--- src/hdl/pfc_pkg.sv ---
`default_nettype none
// ----------------------------------------------------------------------------
// pfc_pkg
// Shared types, register indexes and channel expansion tables for the
// pixel format converter.
// ----------------------------------------------------------------------------
package pfc_pkg;

  typedef enum logic [1:0] {
    FMT_RGB1555  = 2'd0,
    FMT_RGB565   = 2'd1,
    FMT_XRGB8888 = 2'd2
  } fmt_t;

  localparam logic REG_SOURCE_FORMAT = 1'b0;
  localparam logic REG_NTSC_PACK     = 1'b1;

  localparam logic [7:0] ALPHA_OPAQUE = 8'hFF;

  typedef struct packed {
    logic       known;
    logic [7:0] r;
    logic [7:0] g;
    logic [7:0] b;
  } rgb_t;

  localparam logic [7:0] EXPAND5 [32] = '{
    8'd0,   8'd8,   8'd16,  8'd25,  8'd33,  8'd41,  8'd49,  8'd58,
    8'd66,  8'd74,  8'd82,  8'd90,  8'd99,  8'd107, 8'd115, 8'd123,
    8'd132, 8'd140, 8'd148, 8'd156, 8'd165, 8'd173, 8'd181, 8'd189,
    8'd197, 8'd206, 8'd214, 8'd222, 8'd230, 8'd239, 8'd247, 8'd255
  };

  localparam logic [7:0] EXPAND6 [64] = '{
    8'd0,   8'd4,   8'd8,   8'd12,  8'd16,  8'd20,  8'd24,  8'd28,
    8'd32,  8'd36,  8'd40,  8'd45,  8'd49,  8'd53,  8'd57,  8'd61,
    8'd65,  8'd69,  8'd73,  8'd77,  8'd81,  8'd85,  8'd89,  8'd93,
    8'd97,  8'd101, 8'd105, 8'd109, 8'd113, 8'd117, 8'd121, 8'd125,
    8'd130, 8'd134, 8'd138, 8'd142, 8'd146, 8'd150, 8'd154, 8'd158,
    8'd162, 8'd166, 8'd170, 8'd174, 8'd178, 8'd182, 8'd186, 8'd190,
    8'd194, 8'd198, 8'd202, 8'd206, 8'd210, 8'd215, 8'd219, 8'd223,
    8'd227, 8'd231, 8'd235, 8'd239, 8'd243, 8'd247, 8'd251, 8'd255
  };

endpackage
`default_nettype wire

--- src/hdl/pfc_unpack.sv ---
`default_nettype none
// ----------------------------------------------------------------------------
// pfc_unpack
// Splits a source pixel into 8-bit red, green and blue channels according
// to the source format.
// ----------------------------------------------------------------------------
module pfc_unpack
  import pfc_pkg::*;
(
  input  wire logic [23:0] pixel,
  input  wire fmt_t        fmt,
  output rgb_t             ch
);

  always_comb begin
    ch = '0;
    unique case (fmt)
      FMT_RGB1555: begin
        ch.known = 1'b1;
        ch.r     = {pixel[14:10], 3'b000};
        ch.g     = {pixel[9:5], 3'b000};
        ch.b     = {pixel[4:0], 3'b000};
      end
      FMT_RGB565: begin
        ch.known = 1'b1;
        ch.r     = EXPAND5[pixel[15:11]];
        ch.g     = EXPAND6[pixel[10:5]];
        ch.b     = EXPAND5[pixel[4:0]];
      end
      FMT_XRGB8888: begin
        ch.known = 1'b1;
        ch.r     = pixel[23:16];
        ch.g     = pixel[15:8];
        ch.b     = pixel[7:0];
      end
      default: begin
        ch = '0;
      end
    endcase
  end

endmodule
`default_nettype wire

--- src/hdl/pixel_format_to_rgba_converter_core.sv ---
`default_nettype none
// Throughput: one beat per cycle; a stall backs up through the three stages.
// Stages: input register, channel expansion, output packing register.
// Reset: rst clears all stage valid bits and both configuration registers.
// ----------------------------------------------------------------------------
// pixel_format_to_rgba_converter_core
// Converts 0RGB1555, RGB565 or XRGB8888 pixels to RGBA8888 or RGB565.
// ----------------------------------------------------------------------------
module pixel_format_to_rgba_converter_core
  import pfc_pkg::*;
(
  input  wire logic        clk,
  input  wire logic        rst,
  input  wire logic        cfg_write,
  input  wire logic        cfg_index,
  input  wire logic [1:0]  cfg_data,
  input  wire logic        in_valid,
  output logic             in_ready,
  input  wire logic [31:0] pixel_in,
  input  wire logic        line_end,
  input  wire logic        frame_end,
  output logic             out_valid,
  input  wire logic        out_ready,
  output logic [31:0]      pixel_out,
  output logic             line_end_out,
  output logic             frame_end_out
);

  fmt_t        source_format;
  logic        ntsc_pack;

  logic        valid1;
  logic [23:0] pixel1;
  fmt_t        fmt1;
  logic        pack1;
  logic        le1;
  logic        fe1;

  logic        valid2;
  rgb_t        ch2;
  logic        pack2;
  logic        le2;
  logic        fe2;

  logic        valid3;
  logic [31:0] pixel3;
  logic        le3;
  logic        fe3;

  logic        rdy1;
  logic        rdy2;
  logic        rdy3;
  rgb_t        ch1;
  logic [31:0] pixel3_next;

  always_ff @(posedge clk) begin
    if (rst) begin
      source_format <= FMT_RGB1555;
      ntsc_pack     <= 1'b0;
    end else if (cfg_write) begin
      unique case (cfg_index)
        REG_SOURCE_FORMAT: source_format <= fmt_t'(cfg_data);
        REG_NTSC_PACK:     ntsc_pack     <= cfg_data[0];
        default:           ntsc_pack     <= ntsc_pack;
      endcase
    end
  end

  assign rdy3     = !valid3 || out_ready;
  assign rdy2     = !valid2 || rdy3;
  assign rdy1     = !valid1 || rdy2;
  assign in_ready = rdy1;

  always_ff @(posedge clk) begin
    if (rst) begin
      valid1 <= 1'b0;
    end else if (rdy1) begin
      valid1 <= in_valid;
    end
    if (rdy1 && in_valid) begin
      pixel1 <= pixel_in[23:0];
      fmt1   <= source_format;
      pack1  <= ntsc_pack;
      le1    <= line_end;
      fe1    <= frame_end;
    end
  end

  pfc_unpack u_unpack (
    .pixel (pixel1),
    .fmt   (fmt1),
    .ch    (ch1)
  );

  always_ff @(posedge clk) begin
    if (rst) begin
      valid2 <= 1'b0;
    end else if (rdy2) begin
      valid2 <= valid1;
    end
    if (rdy2 && valid1) begin
      ch2   <= ch1;
      pack2 <= pack1;
      le2   <= le1;
      fe2   <= fe1;
    end
  end

  always_comb begin
    if (!ch2.known) begin
      pixel3_next = '0;
    end else if (pack2) begin
      pixel3_next = {16'h0000, ch2.r[7:3], ch2.g[7:2], ch2.b[7:3]};
    end else begin
      pixel3_next = {ALPHA_OPAQUE, ch2.b, ch2.g, ch2.r};
    end
  end

  always_ff @(posedge clk) begin
    if (rst) begin
      valid3 <= 1'b0;
    end else if (rdy3) begin
      valid3 <= valid2;
    end
    if (rdy3 && valid2) begin
      pixel3 <= pixel3_next;
      le3    <= le2;
      fe3    <= fe2;
    end
  end

  assign out_valid     = valid3;
  assign pixel_out     = pixel3;
  assign line_end_out  = le3;
  assign frame_end_out = fe3;

  a_ready_only_when_full : assert property (
    @(posedge clk) disable iff (rst)
    !in_ready |-> (valid1 && valid2 && valid3)
  ) else $error("input stalled while the pipeline has a free stage");

  a_stage2_advance : assert property (
    @(posedge clk) disable iff (rst)
    (valid1 && rdy2) |=> valid2
  ) else $error("beat lost between stage 1 and stage 2");

  a_full_holds : assert property (
    @(posedge clk) disable iff (rst)
    (valid1 && valid2 && valid3 && !out_ready) |=> (valid1 && valid2 && valid3)
  ) else $error("beat dropped while the output was stalled");

  a_alpha_opaque : assert property (
    @(posedge clk) disable iff (rst)
    (out_valid && (pixel_out[31:16] != 16'h0000)) |-> (pixel_out[31:24] == ALPHA_OPAQUE)
  ) else $error("RGBA result without opaque alpha");

endmodule
`default_nettype wire
--- config.mk ---
export PLATFORM = sky130hd
export DESIGN_NAME = pixel_format_to_rgba_converter_core
export DESIGN_NICKNAME = d
export VERILOG_FILES = /design/src/hdl/pfc_pkg.sv /design/src/hdl/pfc_unpack.sv /design/src/hdl/pixel_format_to_rgba_converter_core.sv
export SDC_FILE = /design/constraint.sdc
export NUM_CORES = 1
export LEC_CHECK = 0
export BUFFER_PORTS_ARGS = -buffer_cell sky130_fd_sc_hd__buf_4
export CORE_ASPECT_RATIO = 1.5
export CORE_UTILIZATION = 49
export DETAILED_ROUTE_END_ITERATION = 7
export PLACE_DENSITY = 0.76
export SLEW_MARGIN = 15
export SYNTH_ARGS = -nofsm -noshare
export SYNTH_HDL_FRONTEND = slang
export SYNTH_SLANG_ARGS = --single-unit
--- constraint.sdc ---
create_clock -name clk -period 2.45 [get_ports clk]
set_input_delay 0.3675 -clock clk [delete_from_list [all_inputs] [get_ports clk]]
set_output_delay 0.3675 -clock clk [all_outputs]
set_load 0.005 [all_outputs]
==> key figures, run 1 <==
STA
  • Final Hold Fails: 0
  • Max-slew violations: 0
  • RSZ-0062 raised after global routing: no
  • Setup ws final: 635 ps
  • Setup TNS: 0 ps
  • Final min period: 1810 ps
  • Max Clk Rate: 551 MHz
  • Pin slew with the least headroom to its limit: 647 ps
  • Final period util: 0.741
  • Layout Skew: 7.85 ps
  • Relative slew slack: 0.568
  • Final setup viols: 0

Detailed routing
  • Routed len/inst: 12.1 um
  • Detailed-route via count: 2091
  • Vias per inst: 4.90
  • DRC viols: 0
  • 1st-iter DRT viols: 105
  • TritonRoute pass-1 iters: 4
  • Total wire length: 5150 um
  • Detail Route Antenna Nets: 0

Clock network
  • Worst-case clock buffer depth: 2
  • Clock root cell: clkbuf_8
  • Worst-Skew Late Latency: 360 ps
  • CTS clk-pin slew, worst paths: 80 ps
  • CTS tree: built
  • H-tree depth: 3
  • Setup bufs post-CTS: 0
  • Num Clock Sinks: 90
  • CTS Buf Count: 9
  • CTS resizes: 0
  • Cts-stage hold buffer count: 0

Global route
  • Met1 Usage GRT: 0.156
  • M2 GR Usage: 0.242
  • Busiest grt layer: met2
  • Number of global-route vias before repair: 1883
  • Largest net degree at the start of global routing: 29
  • Initial antenna violation count: 0
  • GRT Resource Usage Total: 0.145
  • First-pass GRT wire length: 8240 um
  • Overflow after GRT: 0
  • Met3 usage: 0.0475

Worst hold path
  • Worst Hold Class: input port to register
  • Hold wc startpoint: line_end
  • Hold path depth: 1
  • Hold Crit Endpoint: le1$_DFFE_PP_

Synth
  • #FFs+latches synth: 90
  • Sequential area share after synthesis: 0.714
  • Number of synthesized flops with an enable pin: 84
  • Ys async rst share: 0
  • Warnings from Yosys: 0
  • Post-Synthesis Cells: 253
  • Yosys top cell area share: 0.681
  • Post-Syn Area: 0.00370 mm2
  • Synth cell types: 32
  • Synth area leaders: edfxtp_1 (68%), mux2i_1 (6.2%), nor2b_1 (4.2%)
  • Main synth FF type: edfxtp_1
  • Post-synth top area cell: edfxtp_1
  • Mean Syn Cell Area: 14.6 um2
  • Mapped Nets: 295

Placement
  • Port bufs: 69
  • Hpwl dp: 3770 um
  • Pre-CTS setup slack: 825 ps
  • GP Congestion: 0.835

Worst setup path
  • Crit start category: register
  • Reg2Reg Depth: 4
  • CP max stage delay: 420 ps
  • Register-to-Register Setup Slack: 830 ps
  • Worst Setup End Kind: output pin
  • CP max-delay cell: nor2b_1
  • Setup CP Type: register to output pin
  • CP required: 2080 ps
  • Reg2reg start: fmt1[0]$_DFFE_PP_
  • Crit path cell chain: nor2b_1 > nand3_1 > buf_4
  • Data arrival, critical path: 1450 ps
  • Max FO, Critical Path: 6
  • FF-to-FF End: ch2[17]$_DFFE_PP_

Power
  • Pwr Density: 676 mW/mm2
  • Static Leak: 1.71 nW
  • Worst VDD drop: 0.000745 V

Final layout
  • Ant diodes: 0
  • Share of cells above drive strength 1: 0.291
  • Layout fillers: 570
  • Area Growth Syn to Fin: 21.3%
  • Nets@finish: 364

Job
  • Max-Cap Viols: 0

Floorplanning
  • Total core area: 0.00727 mm2
  • IO Count: 78
  • Initial Util: 0.509
  • Die Wd: 73.0 um
  • Die height: 108 um
  • Die area: 0.00791 mm2
  • Site Rows: 38

Status
  • Status: finished, final reports clean
-- placed cells by master (no fill, tap or decap), types with 2 or more instances in the layout --
master	n
a32o_1	4
nor2_1	4
clkinvlp_4	2
inv_1	6
a22o_1	2
buf_4	75
edfxtp_1	84
nor4bb_1	2
nand2_1	21
nor2b_1	24
o21ai_1	15
nor2b_2	3
a21oi_1	10
dfxtp_1	6
or3_1	2
mux2i_1	23
clkbuf_8	9
o21ai_0	5
nand3b_1	3
and2_1	8
nand3_1	2
-- cells in the mapped netlist, types with 4 or more instances --
cell type,n
edfxtp_1,84
nor2b_1,25
mux2i_1,23
nand2_1,21
o21ai_1,15
a21oi_1,10
buf_4,10
and2_1,8
dfxtp_1,6
inv_1,6
o21ai_0,5
a32o_1,4
clkbuf_1,4
nor2_1,4
-- sequential cells by signal (all words and copies together), names as in the netlist --
register,flops
ch2,25
frame_end_out,1
ntsc_pack,1
le2,1
valid2,1
pixel_out,25
pixel1,24
out_valid,1
pack1,1
valid1,1
line_end_out,1
fmt1,2
pack2,1
source_format,2
le1,1
fe2,1
fe1,1
-- critical path: cells and delay by family (launching register included) --
kind,cells,cell delay (ps)
flip-flops,1,330
buffers and inverters,1,170
AND/OR/NAND/NOR,2,590
-- worst max path at each step --
stage                      startpoint              endpoint  depth (start not counted)
2_1_floorplan  out_valid$_SDFFE_PP0P_         fe1$_DFFE_PP_                          2
3_3_place_gp        fmt1[0]$_DFFE_PP_     ch2[17]$_DFFE_PP_                          4
3_5_place_dp                out_ready  pixel1[22]$_DFFE_PP_                          4
4_1_cts        out_valid$_SDFFE_PP0P_              in_ready                          3
5_1_grt        out_valid$_SDFFE_PP0P_              in_ready                          3
6_report       out_valid$_SDFFE_PP0P_              in_ready                          3
-- cell families after synthesis --
logic type	share of synthesized area
mux	0.0622
compound gates	0.0676
buf+inv	0.0345
flops	0.714
simple gates	0.122
-- power by group --
group	total (mW)	leakage (nW)	internal [mW]	switching, mW
Combinational	0.238	0.773	0.128	0.110
Sequential	1.83	0.851	1.78	0.0512
Clock	0.969	0.0905	0.473	0.497
-- layer usage --
layer  routed length, um  vias up
met5                   0        -
met4                 145        0
met3                 244       10
met2                2710       58
met1                2050      962
li1                    -     1061
-- per-stage QoR --
stage | hold slack (ps) | cells | utilization | power [mW] | area [um2]
floorplan | 400 | 253 | - | 2.00 | 3700
global placement | 401 | 411 | 0.591 | 2.10 | 4300
detailed placement | 405 | 411 | 0.591 | 2.11 | 4300
CTS | 157 | 427 | 0.617 | 3.07 | 4490
global route | 154 | 427 | 0.617 | 3.17 | 4490
finish | 176 | 427 | 0.617 | 3.04 | 4490
-- layout make-up --
cell class,instances,area [um2],share of cell area
sequential,90,2640,0.588
clock inverter,6,66.3,0.0148
tap,100,125,0.0279
clock buffer,10,128,0.0284
multi-input combinational,140,945,0.210
inverter,6,22.5,0.00501
timing repair buffer,75,563,0.125
Note: power is estimated with default switching activity, not from simulation.
==> run 2, diff against run 1 <==
--- a/config.mk
+++ b/config.mk
@@ -5,6 +5,7 @@
 export SDC_FILE = /design/constraint.sdc
 export NUM_CORES = 1
 export LEC_CHECK = 0
+export ABC_AREA = 1
 export BUFFER_PORTS_ARGS = -buffer_cell sky130_fd_sc_hd__buf_4
 export CORE_ASPECT_RATIO = 1.5
 export CORE_UTILIZATION = 49
==> constraint.sdc (replaced) <==
create_clock -name clk -period 1.5 [get_ports clk]
set_input_delay 0.225 -clock clk [delete_from_list [all_inputs] [get_ports clk]]
set_output_delay 0.225 -clock clk [all_outputs]
set_load 0.005 [all_outputs]
==> key figures, run 2 <==
Worst setup path
  • Setup CP Type: register to output pin
  • CP required: 1270 ps
  • Worst Path Buf+Inv: 1
  • Max FO, Critical Path: 3
  • Worst Setup End Kind: output pin
  • Kind of cell adding the most delay to the critical path: flip-flops
  • Reg2reg start: fmt1[1]$_DFFE_PP_
  • Register-to-Register Setup Slack: 130 ps
  • Crit start category: register
  • CP Launch Point: out_valid$_SDFFE_PP0P_
  • CP max-delay cell: dfxtp_2
  • FF-to-FF End: ch2[16]$_DFFE_PP_
  • Crit path cell chain: nand2_1 > nor2_1 > nand2_1 > buf_4
  • Reg2Reg Depth: 5
  • Data arrival, critical path: 1170 ps
  • CP max stage delay: 350 ps
  • Cell repeated most along the worst path: nand2_1

Placement
  • Hpwl dp: 4030 um
  • GP Congestion: 0.872
  • Port bufs: 69

Synth
  • Warnings from Yosys: 0
  • Most common cell in the netlist: edfxtp_1
  • Sequential area share after synthesis: 0.726
  • Yosys top cell area share: 0.693
  • Most frequent cells after synthesis: edfxtp_1 (84), nand2_1 (55), nor2_1 (37)
  • Post-synth top area cell: edfxtp_1
  • Post-Syn Area: 0.00364 mm2
  • #FFs+latches synth: 90
  • Mapped Nets: 346
  • Ys async rst share: 0
  • Mean Syn Cell Area: 12.0 um2
  • Main synth FF type: edfxtp_1
  • Synth area leaders: edfxtp_1 (69%), nand2_1 (5.7%), nor2_1 (3.8%)
  • Synth cell types: 22
  • Number of synthesized flops with an enable pin: 84
  • Post-Synthesis Cells: 304

Final layout
  • Area Growth Syn to Fin: 21.9%
  • Register Area: 0.00264 mm2
  • Share of cells above drive strength 1: 0.261
  • Most frequent cells in the layout: edfxtp_1 (84), buf_4 (72), nand2_1 (54)
  • Most common cell after layout, fill and taps aside: edfxtp_1
  • Area occupied by multi-input gates: 759 um2
  • Layout Utilization: 0.614
  • Layout fillers: 603
  • Ant diodes: 0
  • Nets@finish: 417

Floorplanning
  • IO Count: 78
  • Die height: 108 um
  • Die Wd: 72.4 um
  • Site Rows: 38
  • Die area: 0.00779 mm2
  • Total core area: 0.00723 mm2
  • Initial Util: 0.504

Power
  • Pwr Total: 4.75 mW
  • Worst VDD drop: 0.000769 V
  • Static Leak: 1.80 nW
  • Pwr Density: 1070 mW/mm2

Clock network
  • CTS resizes: 0
  • Worst-Skew Late Latency: 360 ps
  • Setup bufs post-CTS: 0
  • Clock root cell: clkbuf_8
  • CTS tree: built
  • Num Clock Sinks: 90
  • CTS Buf Count: 9
  • Worst-case clock buffer depth: 2
  • CTS clk-pin slew, worst paths: 90 ps
  • Cts-stage hold buffer count: 0
  • H-tree depth: 3

Worst hold path
  • Hold Crit Endpoint: pixel1[8]$_DFFE_PP_
  • Hold path depth: 1
  • Hold wc startpoint: pixel_in[8]
  • Worst Hold Class: input port to register

Detailed routing
  • Routed len/inst: 11.5 um
  • Total wire length: 5490 um
  • TritonRoute pass-1 iters: 4
  • Vias per inst: 4.84
  • Detail Route Antenna Nets: 0
  • 1st-iter DRT viols: 131
  • Detailed-route via count: 2319
  • DRC viols: 0

Global route
  • GRT Resource Usage Total: 0.157
  • Initial antenna violation count: 0
  • Overflow after GRT: 0
  • Number of global-route vias before repair: 2092
  • First-pass GRT wire length: 8970 um
  • Largest net degree at the start of global routing: 30

STA
  • Final Hold Fails: 0
  • Final min period: 1400 ps
  • Final setup viols: 0
  • Relative slew slack: 0.737
  • Max-slew violations: 0
  • Pin slew with the least headroom to its limit: 394 ps
  • Layout Skew: 8.45 ps
  • RSZ-0062 raised after global routing: no
  • Max Clk Rate: 716 MHz
  • Final period util: 0.932

Status
  • Status: finished, final reports clean

Job
  • Max-Cap Viols: 0
## run 2: power by group
part / internal (mW) / leakage, nW / total (mW) / switching (mW)
Combinational: 0.175 / 0.859 / 0.376 / 0.201
Sequential: 2.88 / 0.854 / 2.94 / 0.0588
Clock: 0.597 / 0.0854 / 1.43 / 0.831
Total: 3.65 / 1.80 / 4.75 / 1.09
## run 2: cells by family (layout without fill, tap and decap cells)
group | after synthesis | after routing | share of synthesized area
buffers and inverters | 52 | 127 | 0.0677
AOI/OAI and AO/OA | 56 | 56 | 0.0876
and+or+nand+nor | 106 | 106 | 0.119
DFF | 90 | 90 | 0.726
## run 2: final cells by class
class,instances,area share
Tap cell,100,0.0282
Timing Repair Buffer,75,0.135
Inverter,37,0.0321
Clock inverter,6,0.00986
Multi-Input combinational cell,162,0.171
Clock buffer,9,0.0279
Sequential cell,90,0.596
## run 2: metrics by stage
stage | TNS, ps | worst slack, ps | hold WS (ps) | instance area [um2] | std cells
2_1_floorplan | -214 | -7.94 | 287 | 3650 | 304
3_5_place_dp | 0 | 151 | 404 | 4270 | 464
6_report | 0 | 103 | 37.9 | 4440 | 479
4_1_cts | 0 | 86.5 | 18.6 | 4440 | 479
3_3_place_gp | 0 | 175 | 402 | 4270 | 464
5_1_grt | 0 | 13.9 | 23.5 | 4440 | 479
## run 2: worst register-to-register path, stage by stage (launching register included)
cell      delay [ps]
edfxtp_1         560
nor2_8           270
nand2_1          140
nand3_1          110
nand2_1           80
nand2_1           80
## run 2: worst max path at each step
stage               cells past startpoint                 endpoint
global placement                        5        ch2[16]$_DFFE_PP_
finish                                  4                 in_ready
detailed placement                      5        ch2[16]$_DFFE_PP_
CTS                                     4                 in_ready
floorplan                               1  frame_end_out$_DFFE_PP_
global route                            5         ch2[8]$_DFFE_PP_
## run 2: routing by layer
layer,GRT usage,part of all wire,up-vias
met2,0.264,0.52,75
met5,0,0,-
met4,0.126,0.043,0
met1,0.166,0.40,1042
li1,-,-,1184
met3,0.0318,0.040,18
